File: config.mk
export PLATFORM = sky130hd
export DESIGN_NAME = vbf_emit_flat
export DESIGN_NICKNAME = d
export VERILOG_FILES = /design/src/rtl/vbf_pkg.sv /design/src/rtl/vbf_if.sv /design/src/rtl/vbf_emit.sv /design/src/flat_wrapper.sv
export SDC_FILE = /design/constraint.sdc
export NUM_CORES = 1
export LEC_CHECK = 0
export BUFFER_PORTS_ARGS = -buffer_cell sky130_fd_sc_hd__buf_2
export CORE_MARGIN = 2
export CORE_UTILIZATION = 49
export DETAILED_ROUTE_END_ITERATION = 10
export PLACE_DENSITY = 0.85
export SLEW_MARGIN = 25
export SYNTH_ARGS = -nofsm -noshare
export SYNTH_HDL_FRONTEND = slang
export SYNTH_SLANG_ARGS = --single-unit
File: constraint.sdc
create_clock -name clock -period 3 [get_ports clock]
set_clock_uncertainty 0.05 [all_clocks]
set_input_delay 0.45 -clock clock [delete_from_list [all_inputs] [get_ports clock]]
set_output_delay 0.45 -clock clock [all_outputs]
set_load 0.01 [all_outputs]
File: src/rtl/vbf_pkg.sv
// ----------------------------------------------------------------------------
// vbf_pkg
// Shared types and codes of the voxel boundary face extractor.
// ----------------------------------------------------------------------------
package vbf_pkg;

   localparam int COORD_W = 6;
   localparam int GREY_W  = 8;
   localparam int FACE_W  = 3;
   localparam int NFACES  = 6;
   localparam int SIZE_W  = 7;
   localparam int REG_W   = 2;

   localparam logic [FACE_W-1:0] FACE_ZM = 3'd0;
   localparam logic [FACE_W-1:0] FACE_XM = 3'd1;
   localparam logic [FACE_W-1:0] FACE_ZP = 3'd2;
   localparam logic [FACE_W-1:0] FACE_XP = 3'd3;
   localparam logic [FACE_W-1:0] FACE_YM = 3'd4;
   localparam logic [FACE_W-1:0] FACE_YP = 3'd5;

   localparam logic [REG_W-1:0] REG_ALL_FACES = 2'd0;
   localparam logic [REG_W-1:0] REG_SIZE_X    = 2'd1;
   localparam logic [REG_W-1:0] REG_SIZE_Y    = 2'd2;
   localparam logic [REG_W-1:0] REG_SIZE_Z    = 2'd3;

   typedef enum logic [2:0] {
      P_IDLE,
      P_CTR,
      P_ZM,
      P_XM,
      P_ZP,
      P_YM,
      P_YP
   } phase_type;

   typedef struct packed {
      logic [COORD_W-1:0] x;
      logic [COORD_W-1:0] y;
      logic [COORD_W-1:0] z;
      logic [GREY_W-1:0]  shade;
      logic [NFACES-1:0]  mask;
   } job_type;

endpackage

File: src/rtl/vbf_if.sv


interface vbf_rsp_if;
   logic       valid;
   logic       ready;
   logic [5:0] vox_x;
   logic [5:0] vox_y;
   logic [5:0] vox_z;
   logic [2:0] face;
   logic [7:0] shade;
   logic       last_face;
   modport source (output valid, vox_x, vox_y, vox_z, face, shade, last_face, input ready);
   modport sink   (input valid, vox_x, vox_y, vox_z, face, shade, last_face, output ready);
endinterface


File: src/rtl/vbf_emit.sv
// ----------------------------------------------------------------------------
// vbf_emit
// Turns a face mask into face items, one per cycle while rsp is not stalled, with a registered output.
// ----------------------------------------------------------------------------
module vbf_emit (
   input  logic             clock,
   input  logic             reset,
   input  logic             job_valid,
   input  vbf_pkg::job_type job,
   output logic             job_take,
   vbf_rsp_if.source        rsp
);
   import vbf_pkg::*;

   job_type           cur_ff;
   logic [NFACES-1:0] pend_ff, rest;
   logic [FACE_W-1:0] pick;
   logic              can_out, emit, out_valid_ff;
   logic [COORD_W-1:0] ox_ff, oy_ff, oz_ff;
   logic [FACE_W-1:0] of_ff;
   logic [GREY_W-1:0] os_ff;
   logic              ol_ff;

   always_comb begin
      pick = FACE_YP;
      for (int i = NFACES - 1; i >= 0; i--) begin
         if (pend_ff[i]) pick = FACE_W'(i);
      end
      rest       = pend_ff;
      rest[pick] = 1'b0;
   end

   assign can_out  = !out_valid_ff || rsp.ready;
   assign emit     = can_out && (pend_ff != '0);
   assign job_take = job_valid && ((pend_ff == '0) || (emit && rest == '0));

   always_ff @(posedge clock) begin
      if (reset) begin
         out_valid_ff <= 1'b0;
         pend_ff      <= '0;
      end else begin
         if (emit) begin
            out_valid_ff <= 1'b1;
         end else if (can_out) begin
            out_valid_ff <= 1'b0;
         end
         if (job_take) begin
            pend_ff <= job.mask;
         end else if (emit) begin
            pend_ff <= rest;
         end
      end
   end

   always_ff @(posedge clock) begin
      if (emit) begin
         ox_ff <= cur_ff.x;
         oy_ff <= cur_ff.y;
         oz_ff <= cur_ff.z;
         of_ff <= pick;
         os_ff <= cur_ff.shade;
         ol_ff <= (rest == '0);
      end
      if (job_take) cur_ff <= job;
   end

   assign rsp.valid     = out_valid_ff;
   assign rsp.vox_x     = ox_ff;
   assign rsp.vox_y     = oy_ff;
   assign rsp.vox_z     = oz_ff;
   assign rsp.face      = of_ff;
   assign rsp.shade     = os_ff;
   assign rsp.last_face = ol_ff;
endmodule

File: src/flat_wrapper.sv
// flat-port wrapper written by rule: the top's interface ports become plain ports
module vbf_emit_flat import vbf_pkg::*;
  (clock, reset, job_valid, job, job_take, rsp_valid, rsp_vox_x, rsp_vox_y, rsp_vox_z, rsp_face, rsp_shade, rsp_last_face, rsp_ready);
  vbf_rsp_if rsp_i ();
  input  logic clock;
  input  logic reset;
  input  logic job_valid;
  input  vbf_pkg::job_type job;
  output logic job_take;
  output wire logic [$bits(rsp_i.valid)-1:0] rsp_valid;
  output wire logic [$bits(rsp_i.vox_x)-1:0] rsp_vox_x;
  output wire logic [$bits(rsp_i.vox_y)-1:0] rsp_vox_y;
  output wire logic [$bits(rsp_i.vox_z)-1:0] rsp_vox_z;
  output wire logic [$bits(rsp_i.face)-1:0] rsp_face;
  output wire logic [$bits(rsp_i.shade)-1:0] rsp_shade;
  output wire logic [$bits(rsp_i.last_face)-1:0] rsp_last_face;
  input wire logic [$bits(rsp_i.ready)-1:0] rsp_ready;
  assign rsp_valid = rsp_i.valid;
  assign rsp_vox_x = rsp_i.vox_x;
  assign rsp_vox_y = rsp_i.vox_y;
  assign rsp_vox_z = rsp_i.vox_z;
  assign rsp_face = rsp_i.face;
  assign rsp_shade = rsp_i.shade;
  assign rsp_last_face = rsp_i.last_face;
  assign rsp_i.ready = rsp_ready;
  vbf_emit u_core (.clock(clock), .reset(reset), .job_valid(job_valid), .job(job), .job_take(job_take), .rsp(rsp_i));
endmodule
* After elaboration in Yosys (flattened, before gate mapping)
Index checks and enable logic that the tools add are counted.
** Word-level totals
- Input port bits :: 36
- Word-level logic and storage cells :: 39
- Bits in registers :: 63
- Output and inout port bits :: 32
** Operators by class
- Multiplexer cells :: 11
- $lt $le $gt $ge :: 2
- Bitwise gates (word level) :: 2
- Reduce and logical (&&, ||, !) cells :: 12
** Operators with widths (number)
- logical NOT 6 bit :: 2
- 2-to-1 mux 3 bit :: 4
- 2-to-1 mux 6 bit :: 2
- bitwise AND 6 bit :: 1
- inverter 6 bit :: 1
- nonzero test 6 bit :: 1
- logical AND 1 bit :: 4
- less-than comparator 3 x 4 -> 1 bit (second input constant) :: 1
- 2-to-1 mux 1 bit :: 4
- nonzero test 2 bit :: 2
- demux 1 bit (select 3 bit) :: 1
- greater-or-equal comparator 3 x 1 -> 1 bit (second input constant) :: 1
- logical OR 1 bit :: 2
- logical NOT 1 bit :: 1

* Logic depth before layout (Yosys ltp)
- Depth after elaboration :: 16
- Gate-level depth with buffers :: 5

* Worst setup path after synthesis
Ideal clock, no wire load.
- Path kind :: register -> register
- From :: register u_core.pend_ff[0]
- To :: register u_core.of_ff[0], in the netlist u_core.rsp.face[0], enable pin
- Arrival time :: 1.978 ns
- Buffers on the path :: 1
- Data required time :: 2.533 ns
- Stages on the path, launching flop included :: 4
- Setup slack :: 0.555 ns
- Path through :: dfxtp_1 > clkbuf_1 > nor3_1 > nor2_1
** Between the ends
- Cells in the longest elaborated chain, start to end :: 2
** RTL lines
- start: declaration :: RTL line vbf_emit.sv:16 : logic [NFACES-1:0] pend_ff, rest;
- start signal: assignment :: RTL line vbf_emit.sv:48 : pend_ff <= job.mask;
- start signal: assignment :: RTL line vbf_emit.sv:50 : pend_ff <= rest;
- nonzero test 6 bit :: RTL line vbf_emit.sv:34 : assign emit = can_out && (pend_ff != '0);
- logical AND 1 bit :: RTL line vbf_emit.sv:34
- named net u_core.emit :: RTL line vbf_emit.sv:18 : logic can_out, emit, out_valid_ff;
- end signal: assignment :: RTL line vbf_emit.sv:60 : of_ff <= pick;
- end: declaration :: RTL line vbf_emit.sv:20 : logic [FACE_W-1:0] of_ff;
The timed path passes the listed nets, and every way through them passes these cells.
A chain may end at the register's enable or synchronous reset.

* Worst setup path after layout
- From :: register u_core.out_valid_ff, in the netlist u_core.rsp.valid
- To :: output port job_take
** Between the ends
- Cells in the longest elaborated chain, start to end :: 6
** RTL lines
- start: declaration :: RTL line vbf_emit.sv:18
- start signal: assignment :: RTL line vbf_emit.sv:39 : out_valid_ff <= 1'b0;
- start signal: assignment :: RTL line vbf_emit.sv:43 : out_valid_ff <= 1'b1;
- start signal: assignment :: RTL line vbf_emit.sv:45 : out_valid_ff <= 1'b0;
- logical NOT 1 bit :: RTL line vbf_emit.sv:33 : assign can_out = !out_valid_ff || rsp.ready;
- logical OR 1 bit :: RTL line vbf_emit.sv:33
- logical AND 1 bit :: RTL line vbf_emit.sv:34
- logical AND 1 bit :: RTL line vbf_emit.sv:35 : assign job_take = job_valid && ((pend_ff == '0) || (emit && rest == '0));
- logical OR 1 bit :: RTL line vbf_emit.sv:35
- logical AND 1 bit :: RTL line vbf_emit.sv:35
- end: declaration :: RTL line flat_wrapper.sv:9 : output logic job_take;
Every way passes these cells.

==> impl_metrics.env <==
export IMPL_status="completed"
export IMPL_setup_tns_ns=0
export IMPL_first_iter_violations=116
export IMPL_synth_distinct_cells=30
export IMPL_end_kind="output port"
export IMPL_r2r_cells=5
export IMPL_clkLatencyLatePin_ns=0.31
export IMPL_cpMaxStageDelayCell="nor2b_1"
export IMPL_yosys_warnings=0
export IMPL_final_nets=227
export IMPL_tightestPinTransition_ns=0.572
export IMPL_drv_slew=0
export IMPL_critical_path_max_fanout=8
export IMPL_reg2reg_slack_ns=0.75
export IMPL_ios=68
export IMPL_ant_nets=0
export IMPL_areaGrowthSynthToFinish_pct=24.6
export IMPL_holdBufCountCts=0
export IMPL_ys_seq_elements=63
export IMPL_cts_tree="built"
export IMPL_ys_seq_area_share_pct=84.6
export IMPL_grt_pass1_vias=1162
export IMPL_critPathKind="reg -> out"
export IMPL_final_util_pct=62.5
export IMPL_p_leak_nw=1.05
export IMPL_n_antenna_cell=0
export IMPL_hold_class="in -> reg"
export IMPL_route_detailed_drc=0
export IMPL_max_freq_mhz=391
export IMPL_avgRoutedWirePerCell_um=14.0
export IMPL_rsz0062_at_grt="false"
export IMPL_final_cell_mix="67 x buf_2, 56 x edfxtp_1, 9 x clkbuf_8, 7 x dfxtp_1, 6 x nand2_1"
export IMPL_fp_row_count=24
export IMPL_place_ws_ns=0.537
export IMPL_placed_cells=232
export IMPL_start_kind="flip-flop"
export IMPL_drive_above_1_share_pct=44.1
export IMPL_clockBufferDepth=2
export IMPL_synth_nets=153
export IMPL_final_common_cell="buf_2"
export IMPL_ctsResizeCount=0
export IMPL_htreeDepth=3
export IMPL_first_pass_iters=4
export IMPL_finalSetupViolCount=0
export IMPL_reg2reg_to="u_core.cur_ff[13]$_DFFE_PP_"
export IMPL_grt_overflow=0
export IMPL_cp_endpoint="job_take"
export IMPL_layoutNonFillerInstCount=247
export IMPL_relSlewSlack_pct=61.8
export IMPL_critPathMaxStageDelay_ns=0.48
export IMPL_max_vdd_ir_drop_uv=463
export IMPL_antenna_found_initial=0
export IMPL_crit_arrival_ns=2.06
export IMPL_crit_required_ns=2.50
export IMPL_syn_area_sq_um=2150
export IMPL_fp_dieH_um=70.3
export IMPL_fp_coreArea_sq_um=4290
export IMPL_fin_ws_ns=0.444
export IMPL_avgSynthCellArea_sq_um=18.4
export IMPL_cts_reportedPaths_clkPinSlew_ns=0.06
export IMPL_async_reset_ff_share_pct=0
export IMPL_reg2reg_from="u_core.pend_ff[1]$_SDFFE_PP0P_"
export IMPL_portBuffers=67
export IMPL_start_util_pct=50.1
export IMPL_vias_per_cell=4.96
export IMPL_cap_violations=0
export IMPL_vias=1224
export IMPL_period_share_pct=85.2
export IMPL_period_minus_slack_ns=2.56
export IMPL_grt_max_degree=31
export IMPL_finalWirelength_mm=3.45
export IMPL_holdWs_ns=0.259
export IMPL_numCtsBuffers=9
export IMPL_die_w_um=70.3
export IMPL_gp_congestion=0.738
export IMPL_die_area_sq_um=4940
export IMPL_track_usage_pct=15.0
export IMPL_synthCells=117
export IMPL_grt_pass1_wl_mm=5.51
export IMPL_finalHoldViolations=0
export IMPL_pwr_density_cell_nw_per_um2=732
export IMPL_crit_path_cell_trace="nor2b_1 -> nor3_1 -> nor3_2 -> and2b_2 -> buf_2"
export IMPL_hpwlAfterDp_mm=2.46
export IMPL_cts_sinks=63
export IMPL_cts_root_buf="clkbuf_8"
export IMPL_cp_startpoint="u_core.rsp.valid$_SDFFE_PP0P_"
export IMPL_synth_edf_count=56
export IMPL_synthFlopType="edfxtp_1"
export IMPL_cts_setup_buffers=0
-- where the power goes --
group          switching [W]  leakage [nW]  total (W)  internal [W]
Sequential         0.0000396         0.600    0.00115       0.00111
Clock               0.000257        0.0730   0.000544      0.000287
Combinational       0.000164         0.381   0.000269      0.000105
Total               0.000461          1.05    0.00196       0.00150
-- registers in the layout (all words and copies together) (netlist names) --
register and flops:
u_core.rsp.vox_z 6, u_core.rsp.vox_y 6, u_core.rsp.valid 1, u_core.rsp.face 3, u_core.pend_ff 6, u_core.rsp.last_face 1
u_core.rsp.vox_x 6, u_core.rsp.shade 8, u_core.cur_ff 26
-- layer usage --
metal / vias to the layer above / wire length (um) / global-route usage [%]
li1: 596 / - / -
met4: 0 / 36 / 5.13
met2: 61 / 1590 / 23.1
met5: - / 0 / 0
met1: 563 / 1520 / 19.1
met3: 4 / 294 / 6.64
-- Yosys cell counts, types with 2 or more instances --
cell / number / area share [%]
nor3_1: 3 / 0.70
o22ai_1: 3 / 0.87
o31ai_1: 3 / 1.0
o211ai_1: 2 / 0.70
a21oi_1: 2 / 0.46
nand2_1: 6 / 1.0
edfxtp_1: 56 / 78
dfxtp_1: 7 / 6.5
nand3_1: 3 / 0.70
nor2_1: 5 / 0.87
or3_1: 2 / 0.58
o21ai_0: 3 / 0.70
clkbuf_1: 3 / 0.52
inv_1: 3 / 0.52
-- metrics by stage --
step	power (W)	cell area, sq um
3_5_place_dp	0.00144	2540
3_3_place_gp	0.00142	2540
5_1_grt	0.00206	2680
6_report	0.00196	2680
4_1_cts	0.00199	2680
2_1_floorplan	0.00132	2150
-- final cells by class --
type | instances | area (sq um)
clock buffers | 12 | 135
clock inverters | 3 | 11.3
fillers | 312 | 1610
inverters | 3 | 11.3
multi-input cells | 45 | 289
flip-flops and latches | 63 | 1820
well taps | 52 | 65.1
repair buffers | 69 | 350
-- critical path: cells and delay by family, from the launching register on --
family	cells	cell delay (ns)
DFF	1	0.32
and+or+nand+nor	4	1.29
buffers and inverters	1	0.13
-- kinds of logic (layout without fill, tap and decap cells) --
group / count (synthesis) / after routing / synth area share (%)
DFF: 63 / 63 / 84.6
and+or+nand+nor: 26 / 26 / 6.51
buffers and inverters: 9 / 87 / 2.09
adders and majority gates: 1 / 1 / 0.465
AOI/OAI and AO/OA: 18 / 18 / 6.33
-- worst min-delay path by stage --
stage | start | end | slack (ns) | depth (start not counted)
2_1_floorplan | u_core.cur_ff[6]$_DFFE_PP_ | u_core.rsp.shade[0]$_DFFE_PP_ | 0.35 | 0
3_3_place_gp | u_core.cur_ff[30]$_DFFE_PP_ | u_core.rsp.vox_x[4]$_DFFE_PP_ | 0.35 | 0
3_5_place_dp | u_core.cur_ff[22]$_DFFE_PP_ | u_core.rsp.vox_y[2]$_DFFE_PP_ | 0.36 | 0
4_1_cts | job[23] | u_core.cur_ff[23]$_DFFE_PP_ | 0.24 | 1
5_1_grt | job[23] | u_core.cur_ff[23]$_DFFE_PP_ | 0.23 | 1
6_report | job[23] | u_core.cur_ff[23]$_DFFE_PP_ | 0.26 | 1
Power figures use the tool's default switching activity.
